## src/breakpoint_envelope_generator_macros.svh

```systemverilog
// Assertion macros for the breakpoint envelope generator.
`ifndef BREAKPOINT_ENVELOPE_GENERATOR_MACROS_SVH
`define BREAKPOINT_ENVELOPE_GENERATOR_MACROS_SVH

`ifndef SYNTH

// Property must hold at every clock edge outside reset.
`define BPE_ASSERT(name, clk, rstn, prop) \
  name: assert property (@(posedge clk) disable iff (!rstn) (prop)) \
    else $error("bpe assertion failed");

// When pre holds, post must hold in the following cycle.
`define BPE_ASSERT_NEXT(name, clk, rstn, pre, post) \
  name: assert property (@(posedge clk) disable iff (!rstn) (pre) |=> (post)) \
    else $error("bpe assertion failed");

`else

`define BPE_ASSERT(name, clk, rstn, prop)
`define BPE_ASSERT_NEXT(name, clk, rstn, pre, post)

`endif

`endif

```

## src/bpe_pkg.sv

```systemverilog
// Shared types and constants of the breakpoint envelope generator.
package bpe_pkg;

  localparam int ENV_W   = 20;
  localparam int OP_W    = 2;
  localparam int IDX_W   = 3;
  localparam int TIME_W  = 17;
  localparam int LEVEL_W = 16;
  localparam int GAIN_W  = 16;
  localparam int SEG_W   = 3;

  localparam int IN_DATA_W  = 40;
  localparam int OUT_DATA_W = 24;

  localparam int BREAKPOINTS_DEF = 8;

  localparam int PADDR_W = 3;
  localparam int PDATA_W = 32;
  localparam logic REG_ENV_SAMPLES = 1'b0;
  localparam logic [ENV_W-1:0] ENV_RESET = 20'd88200;

  // gains are Q2.30, bounded to [0, 2.0]
  localparam int ACC_W = 32;
  localparam logic [ACC_W-1:0] GAIN_MAX = 32'h8000_0000;

  localparam int MUL_A_W = 32;
  localparam int MUL_B_W = 20;
  localparam int PROD_W  = MUL_A_W + MUL_B_W;

  localparam logic [MUL_B_W-1:0] MIX_Q16      = 20'd3277;
  localparam logic [MUL_B_W-1:0] MIX_KEEP_Q16 = 20'd62259;
  localparam int MIX_FRAC  = 16;
  localparam int MIX_SUM_W = ACC_W + MIX_FRAC;
  localparam logic [MIX_SUM_W-1:0] MIX_HALF = 48'd32768;

  localparam int SLOPE_SHIFT = 31;
  localparam int DIV_NUM_W   = LEVEL_W + SLOPE_SHIFT;
  localparam int DIV_DEN_W   = ENV_W + TIME_W;
  localparam int SLOPE_W     = DIV_NUM_W + 1;

  localparam logic [TIME_W-1:0] TIME_END = 17'd65536;

  typedef enum logic [OP_W-1:0] {
    OP_TICK    = 2'd0,
    OP_START   = 2'd1,
    OP_RELEASE = 2'd2,
    OP_WRITE   = 2'd3
  } op_e;

  typedef struct packed {
    logic [LEVEL_W-1:0] level;
    logic [TIME_W-1:0]  ptime;
  } point_t;

endpackage

```

## src/breakpoint_envelope_generator.sv

```systemverilog
// Top level of the breakpoint envelope generator: sequencer, shared multiplier, state, ports.
`include "breakpoint_envelope_generator_macros.svh"

// Each beat on the slave stream carries one operation in tuser: a sample tick, a note start, a
// note release or a breakpoint write. Every beat gives exactly one master beat with the gain,
// segment and release flag after the operation. A tick is worked one step at a time by a small
// sequencer: two table reads, one pass through the shared 32x20 multiplier for the slope's
// denominator, then a restoring divider that produces one quotient bit per cycle, then the
// segment and raw gain update and two more multiplier passes for the smoother. A tick's output
// beat is loaded into the result register once the sequencer reaches its output state and the
// register is free, and the sequencer then returns to idle; note start, release and breakpoint
// writes go straight from idle to the output state. The slave side is ready only while the
// sequencer is idle; the result register lets a new beat in while an earlier result still waits.
module breakpoint_envelope_generator import bpe_pkg::*; #(
  parameter int BREAKPOINTS = BREAKPOINTS_DEF
) (
  input  logic                  clk_i,
  input  logic                  rst_ni,
  // tdata: point_index[2:0], point_time[19:3], point_level[35:20], zero[39:36]
  input  logic [IN_DATA_W-1:0]  s_axis_tdata,
  // tuser: op[1:0]
  input  logic [OP_W-1:0]       s_axis_tuser,
  input  logic                  s_axis_tvalid,
  output logic                  s_axis_tready,
  // tdata: gain[15:0], segment[18:16], releasing[19], zero[23:20]
  output logic [OUT_DATA_W-1:0] m_axis_tdata,
  output logic                  m_axis_tvalid,
  input  logic                  m_axis_tready,
  input  logic                  psel,
  input  logic                  penable,
  input  logic                  pwrite,
  input  logic [PADDR_W-1:0]    paddr,
  input  logic [PDATA_W-1:0]    pwdata,
  output logic [PDATA_W-1:0]    prdata,
  output logic                  pready
);

  localparam int AW = $clog2(BREAKPOINTS);
  localparam logic [AW-1:0] SUSTAIN = AW'(BREAKPOINTS - 2);
  localparam int SUM_W = SLOPE_W + 1;

  typedef enum logic [3:0] {
    ST_IDLE,
    ST_RD0,
    ST_RD1,
    ST_MULD,
    ST_DIVS,
    ST_DIVW,
    ST_UPD,
    ST_MRAW,
    ST_MSM,
    ST_OUT
  } state_e;

  state_e                 state_q;
  logic                   m_tvalid_q;
  logic [OUT_DATA_W-1:0]  m_tdata_q;

  logic [ENV_W-1:0]       env_q;
  logic [AW-1:0]          seg_q;
  logic                   rel_q;
  logic [ACC_W-1:0]       raw_q;
  logic [ACC_W-1:0]       smooth_q;

  point_t                 p0_q;
  point_t                 p1_q;
  logic [DIV_DEN_W-1:0]   den_q;
  logic [LEVEL_W-1:0]     mag_q;
  logic                   neg_q;
  logic signed [SLOPE_W-1:0] slope_q;
  logic [MIX_SUM_W-1:0]   acc_q;

  op_e                    in_op;
  logic [IDX_W-1:0]       in_idx;
  point_t                 in_point;
  logic                   accept;
  logic                   pt_we;
  logic [AW-1:0]          pt_raddr;
  point_t                 pt_rdata;

  logic signed [LEVEL_W:0] dl;
  logic signed [TIME_W:0]  dt;
  logic [TIME_W-1:0]       dt_mag;
  logic [LEVEL_W-1:0]      dl_mag;

  logic [MUL_A_W-1:0]     mul_a;
  logic [MUL_B_W-1:0]     mul_b;
  logic [PROD_W-1:0]      mul_p;
  logic [MIX_SUM_W-1:0]   mix_sum;

  logic                   div_done;
  logic [DIV_NUM_W-1:0]   div_quo;

  logic                   slope_pos;
  logic                   slope_neg;
  logic [ACC_W-1:0]       next_level;
  logic [AW-1:0]          seg_d;
  logic signed [SLOPE_W-1:0] slope_eff;
  logic signed [SUM_W-1:0]   raw_sum;
  logic [ACC_W-1:0]       raw_d;

  logic [ACC_W:0]         gain_sum;
  logic [GAIN_W-1:0]      gain;
  logic                   cfg_wr;
  logic                   out_load;

  // input beat fields
  assign in_op          = op_e'(s_axis_tuser);
  assign in_idx         = s_axis_tdata[IDX_W-1:0];
  assign in_point.ptime = s_axis_tdata[IDX_W +: TIME_W];
  assign in_point.level = s_axis_tdata[IDX_W+TIME_W +: LEVEL_W];

  assign s_axis_tready = (state_q == ST_IDLE);
  assign accept        = s_axis_tvalid && s_axis_tready;
  assign pt_we         = accept && (in_op == OP_WRITE) && (32'(in_idx) < BREAKPOINTS);
  assign pt_raddr      = (state_q == ST_RD0) ? seg_q + AW'(1) : seg_q;

  bpe_points #(
    .BREAKPOINTS(BREAKPOINTS)
  ) u_points (
    .clk_i   (clk_i),
    .rst_ni  (rst_ni),
    .we_i    (pt_we),
    .waddr_i (AW'(in_idx)),
    .wdata_i (in_point),
    .raddr_i (pt_raddr),
    .rdata_o (pt_rdata)
  );

  // segment differences
  assign dl     = $signed({1'b0, p1_q.level}) - $signed({1'b0, p0_q.level});
  assign dt     = $signed({1'b0, p1_q.ptime}) - $signed({1'b0, p0_q.ptime});
  assign dt_mag = TIME_W'(dt[TIME_W] ? -dt : dt);
  assign dl_mag = LEVEL_W'(dl[LEVEL_W] ? -dl : dl);

  // shared multiplier
  always_comb begin
    case (state_q)
      ST_MULD: begin
        mul_a = MUL_A_W'(dt_mag);
        mul_b = env_q;
      end
      ST_MRAW: begin
        mul_a = raw_q;
        mul_b = MIX_Q16;
      end
      ST_MSM: begin
        mul_a = smooth_q;
        mul_b = MIX_KEEP_Q16;
      end
      default: begin
        mul_a = '0;
        mul_b = '0;
      end
    endcase
  end

  assign mul_p   = PROD_W'(mul_a) * PROD_W'(mul_b);
  assign mix_sum = MIX_SUM_W'(mul_p) + acc_q;

  bpe_div u_div (
    .clk_i   (clk_i),
    .rst_ni  (rst_ni),
    .start_i (state_q == ST_DIVS),
    .num_i   (mag_q),
    .den_i   (den_q),
    .done_o  (div_done),
    .quo_o   (div_quo)
  );

  // segment advance and raw gain
  assign slope_pos  = !slope_q[SLOPE_W-1] && (slope_q != '0);
  assign slope_neg  = slope_q[SLOPE_W-1];
  assign next_level = {1'b0, p1_q.level, 15'b0};

  always_comb begin
    seg_d     = seg_q;
    slope_eff = slope_q;
    if (rel_q) begin
      seg_d = SUSTAIN;
    end else if (seg_q >= SUSTAIN) begin
      seg_d     = SUSTAIN;
      slope_eff = '0;
    end else if ((slope_pos && smooth_q > next_level) ||
                 (slope_neg && smooth_q < next_level)) begin
      seg_d = seg_q + AW'(1);
    end
  end

  assign raw_sum = $signed({{(SUM_W-ACC_W){1'b0}}, raw_q}) + SUM_W'(slope_eff);

  always_comb begin
    if (raw_sum[SUM_W-1]) begin
      raw_d = '0;
    end else if (raw_sum > $signed({{(SUM_W-ACC_W){1'b0}}, GAIN_MAX})) begin
      raw_d = GAIN_MAX;
    end else begin
      raw_d = raw_sum[ACC_W-1:0];
    end
  end

  // Q2.30 to Q1.15, rounded half up, saturated
  assign gain_sum = {1'b0, smooth_q} + (ACC_W+1)'(16384);
  assign gain     = (|gain_sum[ACC_W:ACC_W-1]) ? '1 : gain_sum[ACC_W-2 -: GAIN_W];

  // configuration port
  assign pready = 1'b1;
  assign cfg_wr = psel && penable && pwrite && pready && (paddr[2] == REG_ENV_SAMPLES);
  assign prdata = (paddr[2] == REG_ENV_SAMPLES) ? PDATA_W'(env_q) : '0;

  // envelope state
  always_ff @(posedge clk_i or negedge rst_ni) begin
    if (!rst_ni) begin
      env_q    <= ENV_RESET;
      seg_q    <= '0;
      rel_q    <= 1'b1;
      raw_q    <= '0;
      smooth_q <= '0;
    end else begin
      if (cfg_wr) begin
        env_q <= pwdata[ENV_W-1:0];
      end
      if (accept) begin
        case (in_op)
          OP_START: begin
            rel_q <= 1'b0;
            seg_q <= '0;
            raw_q <= '0;
          end
          OP_RELEASE: begin
            rel_q <= 1'b1;
          end
          default: begin
          end
        endcase
      end
      if (state_q == ST_UPD) begin
        seg_q <= seg_d;
        raw_q <= raw_d;
      end
      if (state_q == ST_MSM) begin
        smooth_q <= mix_sum[MIX_SUM_W-1:MIX_FRAC];
      end
    end
  end

  // tick working registers
  always_ff @(posedge clk_i) begin
    case (state_q)
      ST_RD0: p0_q <= pt_rdata;
      ST_RD1: p1_q <= pt_rdata;
      ST_MULD: begin
        den_q <= mul_p[DIV_DEN_W-1:0];
        mag_q <= dl_mag;
        neg_q <= dl[LEVEL_W] ^ dt[TIME_W];
      end
      ST_DIVW: begin
        if (den_q == '0) begin
          slope_q <= '0;
        end else if (neg_q) begin
          slope_q <= -$signed({1'b0, div_quo});
        end else begin
          slope_q <= $signed({1'b0, div_quo});
        end
      end
      ST_MRAW: acc_q <= MIX_SUM_W'(mul_p) + MIX_HALF;
      default: begin
      end
    endcase
  end

  assign out_load = (state_q == ST_OUT) && (!m_tvalid_q || m_axis_tready);

  // sequencer and result register
  always_ff @(posedge clk_i or negedge rst_ni) begin
    if (!rst_ni) begin
      state_q    <= ST_IDLE;
      m_tvalid_q <= 1'b0;
      m_tdata_q  <= '0;
    end else begin
      if (out_load) begin
        m_tvalid_q <= 1'b1;
        m_tdata_q  <= {(OUT_DATA_W-GAIN_W-SEG_W-1)'(0), rel_q, SEG_W'(seg_q), gain};
      end else if (m_tvalid_q && m_axis_tready) begin
        m_tvalid_q <= 1'b0;
      end
      case (state_q)
        ST_IDLE: begin
          if (accept) begin
            state_q <= (in_op == OP_TICK) ? ST_RD0 : ST_OUT;
          end
        end
        ST_RD0:  state_q <= ST_RD1;
        ST_RD1:  state_q <= ST_MULD;
        ST_MULD: state_q <= ST_DIVS;
        ST_DIVS: state_q <= ST_DIVW;
        ST_DIVW: begin
          if (div_done) begin
            state_q <= ST_UPD;
          end
        end
        ST_UPD:  state_q <= ST_MRAW;
        ST_MRAW: state_q <= ST_MSM;
        ST_MSM:  state_q <= ST_OUT;
        ST_OUT: begin
          if (out_load) begin
            state_q <= ST_IDLE;
          end
        end
        default: state_q <= ST_IDLE;
      endcase
    end
  end

  assign m_axis_tvalid = m_tvalid_q;
  assign m_axis_tdata  = m_tdata_q;

  `BPE_ASSERT(a_raw_bounded, clk_i, rst_ni, raw_q <= GAIN_MAX)
  `BPE_ASSERT(a_smooth_bounded, clk_i, rst_ni, smooth_q <= GAIN_MAX)
  `BPE_ASSERT(a_seg_bounded, clk_i, rst_ni, seg_q <= SUSTAIN)

endmodule

```

## src/bpe_points.sv

```systemverilog
// Breakpoint table: one write port, one registered read port, valid bits for reset values.
`include "breakpoint_envelope_generator_macros.svh"

module bpe_points import bpe_pkg::*; #(
  parameter int BREAKPOINTS = BREAKPOINTS_DEF,
  localparam int AW = $clog2(BREAKPOINTS)
) (
  input  logic          clk_i,
  input  logic          rst_ni,
  input  logic          we_i,
  input  logic [AW-1:0] waddr_i,
  input  point_t        wdata_i,
  input  logic [AW-1:0] raddr_i,
  output point_t        rdata_o
);

  point_t                 mem_q [BREAKPOINTS];
  logic [BREAKPOINTS-1:0] valid_q;
  point_t                 rd_q;
  logic                   rd_valid_q;
  logic                   rd_last_q;

  always_ff @(posedge clk_i) begin
    if (we_i) begin
      mem_q[waddr_i] <= wdata_i;
    end
    rd_q <= mem_q[raddr_i];
  end

  always_ff @(posedge clk_i or negedge rst_ni) begin
    if (!rst_ni) begin
      valid_q    <= '0;
      rd_valid_q <= 1'b0;
      rd_last_q  <= 1'b0;
    end else begin
      if (we_i) begin
        valid_q[waddr_i] <= 1'b1;
      end
      rd_valid_q <= valid_q[raddr_i];
      rd_last_q  <= (raddr_i == AW'(BREAKPOINTS - 1));
    end
  end

  // unwritten entries read as their reset value
  always_comb begin
    if (rd_valid_q) begin
      rdata_o = rd_q;
    end else begin
      rdata_o.level = '0;
      rdata_o.ptime = rd_last_q ? TIME_END : '0;
    end
  end

  `BPE_ASSERT_NEXT(a_write_sets_valid, clk_i, rst_ni, we_i, valid_q[$past(waddr_i)])

endmodule

```

## src/bpe_div.sv

```systemverilog
// Restoring divider, one quotient bit per cycle, for the segment slope.
`include "breakpoint_envelope_generator_macros.svh"

module bpe_div import bpe_pkg::*; (
  input  logic                 clk_i,
  input  logic                 rst_ni,
  input  logic                 start_i,
  input  logic [LEVEL_W-1:0]   num_i,
  input  logic [DIV_DEN_W-1:0] den_i,
  output logic                 done_o,
  output logic [DIV_NUM_W-1:0] quo_o
);

  localparam int CNT_W = $clog2(DIV_NUM_W + 1);

  logic                 busy_q;
  logic                 done_q;
  logic [CNT_W-1:0]     cnt_q;
  logic [DIV_DEN_W-1:0] rem_q;
  logic [DIV_NUM_W-1:0] quo_q;
  logic [DIV_DEN_W-1:0] den_q;

  logic [DIV_DEN_W:0]   rem_sh;
  logic [DIV_DEN_W:0]   diff;
  logic                 take;

  assign rem_sh = {rem_q, quo_q[DIV_NUM_W-1]};
  assign diff   = rem_sh - {1'b0, den_q};
  assign take   = !diff[DIV_DEN_W];

  always_ff @(posedge clk_i or negedge rst_ni) begin
    if (!rst_ni) begin
      busy_q <= 1'b0;
      done_q <= 1'b0;
      cnt_q  <= '0;
    end else begin
      done_q <= 1'b0;
      if (start_i) begin
        busy_q <= 1'b1;
        cnt_q  <= CNT_W'(DIV_NUM_W);
      end else if (busy_q) begin
        cnt_q <= cnt_q - 1'b1;
        if (cnt_q == CNT_W'(1)) begin
          busy_q <= 1'b0;
          done_q <= 1'b1;
        end
      end
    end
  end

  always_ff @(posedge clk_i) begin
    if (start_i) begin
      rem_q <= '0;
      quo_q <= {num_i, {SLOPE_SHIFT{1'b0}}};
      den_q <= den_i;
    end else if (busy_q) begin
      rem_q <= take ? diff[DIV_DEN_W-1:0] : rem_sh[DIV_DEN_W-1:0];
      quo_q <= {quo_q[DIV_NUM_W-2:0], take};
    end
  end

  assign done_o = done_q;
  assign quo_o  = quo_q;

  `BPE_ASSERT(a_rem_below_den, clk_i, rst_ni, (done_q && den_q != '0) |-> rem_q < den_q)

endmodule

```

## config.mk

```make
export PLATFORM = sky130hd
export DESIGN_NAME = breakpoint_envelope_generator
export DESIGN_NICKNAME = d
export VERILOG_FILES = /design/src/bpe_pkg.sv /design/src/breakpoint_envelope_generator.sv /design/src/bpe_points.sv /design/src/bpe_div.sv
export VERILOG_INCLUDE_DIRS = /design/src /design/src/src
export SDC_FILE = /design/constraint.sdc
export NUM_CORES = 2
export LEC_CHECK = 0
export CORE_AREA = 4 4 451 453
export DETAILED_ROUTE_END_ITERATION = 10
export DIE_AREA = 0 0 455 457
export DONT_BUFFER_PORTS = 1
export PLACE_DENSITY_LB_ADDON = 0.1
export SETUP_SLACK_MARGIN = 0.05
export SYNTH_ARGS = -nofsm -noshare
export SYNTH_HDL_FRONTEND = slang
export SYNTH_HIERARCHICAL = 1
export SYNTH_SLANG_ARGS = --single-unit
```

## constraint.sdc

```tcl
create_clock -name clk_i -period 15.83 [get_ports clk_i]
set_clock_uncertainty 0.05 [all_clocks]
set_input_delay 4.749 -clock clk_i [delete_from_list [all_inputs] [get_ports clk_i]]
set_output_delay 4.749 -clock clk_i [all_outputs]
set_load 0.1 [all_outputs]
```

## Word-level counts from Yosys, hierarchy flattened

Memory sizes are Yosys's and may differ from the RTL's. A register that Yosys moved wholly into a read port is not among the register bits.
Cells that the tools add are included.

- Register bits after elaboration: 468
- Bits in writable memories: 264
- Input port bits: 84
- Output and inout port bits: 59
- Word-level logic and storage cells: 150
- Memories kept: 1

Memory list:

| name | depth | width | rd ports | clocked after memory_dff | write ports | line | RTL |
|---|---|---|---|---|---|---|---|
| u_points.mem_q | 8 | 33 | 1 | 1 | 1 | bpe_points.sv:17 | `point_t mem_q [BREAKPOINTS];` |

- Add/subtract/negate cells: 12
- $mul: 1
- $lt $le $gt $ge: 7
- Equality and inequality tests: 18
- Multiplexer cells: 48
- Bitwise logic cells: 4
- Reduce and logical (&&, ||, !) cells: 31

Operators by type and width:

| kind | count |
|---|---|
| two-way mux 32 bit | 5 |
| two-way mux 47 bit | 3 |
| two-way mux 48 bit | 2 |
| case mux 32 bit (3 select lines) | 1 |
| case mux 20 bit (3 select lines) | 1 |
| adder 33 x 48 -> 49 bit | 1 |
| > comparator 49 x 33 -> 1 bit, second input constant | 1 |
| adder 48 x 16 -> 48 bit, second input constant | 1 |
| adder 48 bit | 1 |
| multiplier 32 x 20 -> 48 bit | 1 |
| negation 47 -> 48 bit | 1 |
| nonzero test 48 bit | 1 |
| case mux 4 bit (10 select lines) | 1 |
| subtractor 38 x 37 -> 38 bit | 1 |
| logical NOT 37 bit | 1 |
| two-way mux 37 bit | 1 |
| two-way mux 17 bit | 2 |
| adder 32 x 15 -> 33 bit, second input constant | 1 |
| two-way mux 33 bit | 1 |
| > comparator 32 x 31 -> 1 bit | 1 |
| < comparator 32 x 31 -> 1 bit | 1 |
| two-way mux 16 bit | 2 |
| two-way mux 3 bit | 7 |
| two-way mux 20 bit | 1 |
| other kinds (38) | 82 |

## Logic depth before layout (Yosys ltp)

- Depth in word-level cells: 8
- Gate-level depth with buffers: 51
- Mapped depth without buffers: 48

## Hierarchy

Netlist, hierarchy kept.

By module, submodules not included:

| module | instances | cells each | area each (sq um) | seq. area each (sq um) |
|---|---|---|---|---|
| breakpoint_envelope_generator | 1 | 4,520 | 41,084.4 | 9,322.7 |
| bpe_points | 1 | 490 | 11,290.8 | 8,838.5 |
| bpe_div | 1 | 743 | 7,054.3 | 3,153.0 |

## Least setup slack after synthesis

OpenSTA, ideal clock, no wires.

- Kind: register to register
- From: register state_q[0]
- To: register smooth_q[28]
- Setup time: 134 ps
- Arrival: 11,112 ps
- Data required time: 15,646 ps
- Path slack: 4,534 ps
- Stages on the path, launching flop included: 41
- Buffers on the path: 6
- Clock period less this slack: 11,296 ps
- Cells stage by stage: dfrtp_1 -> clkbuf_1 -> nand2_1 -> or3_1 -> clkbuf_1 -> inv_1 -> clkbuf_1 -> clkbuf_1 -> buf_1 -> nand4_1 -> nand3_1 -> fa_1 -> inv_1 -> fa_1 -> fa_1 -> inv_1 -> fa_1 -> fa_1 -> (+5 left out) -> a21oi_1 -> a32o_1 -> a311oi_1 -> a311oi_1 -> a21oi_1 -> a31oi_1 -> xnor2_1 -> ha_1 -> clkbuf_1 -> a21o_1 -> a21o_1 -> a21oi_1 -> o21ai_0 -> a21o_1 -> a221o_1 -> a31oi_1 -> xor2_1 -> o21ai_0

- Longest elaborated chain between the ends: 4
- Elaborated cells between the ends (all ways): 7
- Those cells by class: add/sub: 1; mul: 1; eq/ne: 3; mux: 2

Ends and longest elaborated chain:

| item | line | RTL |
|---|---|---|
| start, declared | breakpoint_envelope_generator.sv:55 | `state_e state_q;` |
| start signal, assigned | breakpoint_envelope_generator.sv:290 | `state_q <= (in_op == OP_TICK) ? ST_RD0 : ST_OUT;` |
| == test 4 bit, or another cell as far along | breakpoint_envelope_generator.sv:138, breakpoint_envelope_generator.sv:241 |  |
| case mux 32 bit (3 select lines) or case mux 20 bit (3 select lines) (tied branches) | breakpoint_envelope_generator.sv:138 | `case (state_q)` |
| multiplier 32 x 20 -> 48 bit | breakpoint_envelope_generator.sv:158 | `assign mul_p = PROD_W'(mul_a) * PROD_W'(mul_b);` |
| adder 48 bit | breakpoint_envelope_generator.sv:159 | `assign mix_sum = MIX_SUM_W'(mul_p) + acc_q;` |
| end signal, assigned | breakpoint_envelope_generator.sv:242 | `smooth_q <= mix_sum[MIX_SUM_W-1:MIX_FRAC];` |
| end, declared | breakpoint_envelope_generator.sv:63 | `logic [ACC_W-1:0] smooth_q;` |

Several ways; a longest one is shown, not always the timed one.
A chain may end at the register's enable or synchronous reset.

## Worst setup path after layout

- From: register p0_q[0] in the netlist's numbering
- To: register smooth_q[31]

- Longest elaborated chain between the ends: 6

Ends and longest elaborated chain:

| item | line | RTL |
|---|---|---|
| start, declared | breakpoint_envelope_generator.sv:65 | `point_t p0_q;` |
| start signal, assigned | breakpoint_envelope_generator.sv:250 | `ST_RD0: p0_q <= pt_rdata;` |
| subtractor 17 x 17 -> 18 bit (*) | breakpoint_envelope_generator.sv:132 | `assign dt = $signed({1'b0, p1_q.ptime}) - $signed({1'b0, p0_q.ptime});` |
| negation 17 bit | breakpoint_envelope_generator.sv:133 | `assign dt_mag = TIME_W'(dt[TIME_W] ? -dt : dt);` |
| two-way mux 17 bit (*) | breakpoint_envelope_generator.sv:133 |  |
| case mux 32 bit (3 select lines) (*) | breakpoint_envelope_generator.sv:138 |  |
| multiplier 32 x 20 -> 48 bit (*) | breakpoint_envelope_generator.sv:158 |  |
| net mul_p[28] | breakpoint_envelope_generator.sv:88 | `logic [PROD_W-1:0] mul_p;` |
| adder 48 bit (*) | breakpoint_envelope_generator.sv:159 |  |

The timed path passes the listed nets; every way through them passes the cells marked *.

==> impl_metrics.env <==
export IMPL_yosysWarnings=6
export IMPL_hold_start="den_q[13]"
export IMPL_cts_path_max_buffers=3
export IMPL_vias=41700
export IMPL_vias_per_cell=4.90
export IMPL_syn_to_final_growth_pct=11.2
export IMPL_place_inst=8340
export IMPL_core_area_sq_um=199000
export IMPL_synth_simple_area_share_pct=13.2
export IMPL_crit_type="reg2reg"
export IMPL_holdBufCountCts=0
export IMPL_ant_nets=0
export IMPL_avgSynthCellArea_sq_um=10.3
export IMPL_wirelength_mm=185
export IMPL_crit_path_max_fanout=8
export IMPL_fin_ws_ps=1670
export IMPL_synth_seq_area_share_pct=35.9
export IMPL_hold_end="u_div/den_q[13]"
export IMPL_synth_top_cell_by_area="edfxtp_1"
export IMPL_slowest_delay_ps=730
export IMPL_setup_violations=0
export IMPL_rsz0062_at_grt="false"
export IMPL_min_period_over_period_pct=89.5
export IMPL_worstHoldPathType="reg2reg"
export IMPL_synth_top_cell_area_share_pct=26.9
export IMPL_placementRows=164
export IMPL_wl_per_cell_um=21.7
export IMPL_drive_gt1_share_pct=8.18
export IMPL_hold_path_depth=0
export IMPL_drv_slew=0
export IMPL_r2r_start="p0_q[0]"
export IMPL_clk_pin_slew_worst_paths_ps=60
export IMPL_ioPinCount=143
export IMPL_synthCells=5753
export IMPL_cts_num_sinks=765
export IMPL_period_needed_ps=14160
export IMPL_stdcell_count=8516
export IMPL_route_detailed_drc=0
export IMPL_die_h_um=457
export IMPL_async_reset_ff_share_pct=17.1
export IMPL_grt_ovfl_total=0
export IMPL_die_area_sq_um=208000
export IMPL_finalHoldViolCount=0
export IMPL_layout_nets=6712
export IMPL_synthAdderAreaFrac_pct=24.7
export IMPL_drv_cap=0
export IMPL_ir_drop_v=0.000153
export IMPL_grtUsageTotal_pct=17.8
export IMPL_first_iter_violations=2792
export IMPL_crit_arrival_ps=14620
export IMPL_power_per_cell_area_nw_per_um2=218
export IMPL_ctsResizeCount=0
export IMPL_slew_headroom_pct=20.3
export IMPL_cts_tree="yes"
export IMPL_numPortBuffers=0
export IMPL_timing_setup_tns_ps=0
export IMPL_grt_max_degree=133
export IMPL_worstSkewPairLatency_ps=740
export IMPL_die_w_um=455
export IMPL_synth_seq_cells=765
export IMPL_synth_ff_type="edfxtp_1"
export IMPL_p_leak_nw=28.5
export IMPL_first_pass_iters=7
export IMPL_max_slew_worst_pin_slew_ps=1190
export IMPL_path_common_cell="fa_1"
export IMPL_synth_compound_area_share_pct=10.7
export IMPL_place_congestion=0.857
export IMPL_root_buffer="clkbuf_16"
export IMPL_grt_pass1_vias=43800
export IMPL_postCtsSetupBuffers=0
export IMPL_synth_top_family_by_area="adder cells"
export IMPL_fmax_ghz=0.0706
export IMPL_rr_endpoint="smooth_q[31]"
export IMPL_antenna_found_initial=7
export IMPL_dp_slack_ps=1890
export IMPL_synth_xor_area_share_pct=3.93
export IMPL_synth_cell_types=103
export IMPL_grt_pass1_wl_mm=281
export IMPL_synth_edff_count=533
export IMPL_start_util_pct=29.8
export IMPL_dpl_hpwl_mm=144
export IMPL_crit_slowest_cell="a311oi_1"
export IMPL_cts_htree_levels=3
export IMPL_timing_hold_ws_ps=398
export IMPL_muxShareOfSynthArea_pct=4.77
export IMPL_cts_buffers=92
export IMPL_worst_r2r_setup_slack_ps=1670
export IMPL_netlist_top_cells_area="edfxtp_1 27%, fa_1 18%, ha_1 6.6%, dfrtp_1 5.2%, inv_1 5.1%"
export IMPL_synth_area_sq_um=59400
export IMPL_reg2reg_depth=41
export IMPL_endpoint_kind="flop"
export IMPL_cp_required_ps=16290
export IMPL_startpoint_type="flop"
export IMPL_status="complete, no violations"
==> synthesized netlist by cell type, types with 81 or more instances <==
cell type	instances
edfxtp_1	533
a21o_1	81
nor3_1	107
inv_1	812
xor2_1	115
nor2_1	425
dfxtp_1	101
fa_1	535
nand3_1	92
clkbuf_1	172
a21oi_1	264
o21ai_0	186
and2_1	104
nand2_1	584
xnor2_1	152
dfrtp_1	124
ha_1	315
==> final cells by class <==
| class | instances | area, sq um |
|---|---|---|
| fill | 20400 | 133000 |
| multi-input combinational | 4007 | 34500 |
| sequential | 765 | 21300 |
| tap | 2656 | 3320 |
| inverter | 813 | 3060 |
| clock buffer | 128 | 2550 |
| timing repair buffer | 99 | 776 |
| clock inverter | 46 | 518 |
| antenna | 2 | 5.00 |
==> layout by cell type, fill, tap and decap left out, types with 30 or more instances in the layout <==
cell       count
dfrtp_1      123
o21a_1        36
xor2_1       115
mux2i_1       54
a211oi_1      60
ha_1         315
a21oi_1      262
fa_1         535
mux4_2        68
dfxtp_1      101
conb_1        67
buf_4         97
or3_1         34
nor4_1        37
xnor2_1      150
a22o_1        46
mux2_2        56
o31ai_1       30
nand4_1       60
nand2b_1      31
nor3_1        99
edfxtp_1     533
o21ai_0      184
nand2_1      584
clkbuf_16     93
a21o_1        81
nor2_1       423
and2_1       104
inv_1        810
a31oi_1       34
and3_1        45
nand3_1       92
==> power by group <==
group | internal, mW | switching, mW | leakage, nW | total (mW)
Sequential | 2.82 | 0.486 | 7.37 | 3.31
Clock | 1.21 | 0.906 | 1.48 | 2.11
Combinational | 3.41 | 5.54 | 19.6 | 8.95
Total | 7.44 | 6.93 | 28.5 | 14.4
==> cell families (layout without fill, tap and decap cells) <==
group           Yosys count  count (layout)
compound gates          971             971
buf+inv                1046            1086
simple gates           1665            1665
mux                     187             187
flops                   765             765
xor+xnor                267             267
other cells               2              69
fa+ha+maj               850             850
==> registers in the layout (all words and copies together), names as in the netlist, 33 cells and up <==
name and cells:
u_div/den_q 37, den_q 37, u_div/quo_o 47, p0_q 33, u_points/mem_q 264, u_points/rd_q 33
u_div/rem_q 37, acc_q 48, slope_q 48
==> through the flow <==
step                utilization [%]  power, mW  area [sq um]
finish                         33.2       14.4         66100
floorplan                         -       9.52         59700
global route                   33.2       15.6         66100
global placement               31.6       12.4         63000
detailed placement             31.6       12.4         63000
CTS                            33.2       14.6         66100
==> critical path, delay by kind of cell, from the launching register on <==
kind,cells,cell delay [ps]
AOI/OAI and AO/OA,18,5960
adders and majority gates,11,5050
and+or+nand+nor,7,1580
xor gates and xnor gates,2,760
DFF,1,370
buffers and inverters,3,150
==> routing by layer <==
metal  share of wire [%]  track usage [%]
met1                  45             23.8
met2                  49             30.3
met3                 4.1             2.83
met4                 2.4             4.11
met5                   0                0
==> worst max-delay path by stage <==
| stage | cells past startpoint | start | end |
|---|---|---|---|
| after global routing | 43 | p1_q[0] | smooth_q[31] |
| after floorplan | 40 | state_q[0] | smooth_q[28] |
| after CTS | 43 | p1_q[0] | smooth_q[31] |
| final | 41 | p0_q[0] | smooth_q[31] |
| after global placement | 41 | p0_q[0] | smooth_q[31] |
| after detailed placement | 43 | p1_q[0] | smooth_q[31] |
Note: power is estimated with default switching activity, not from simulation.
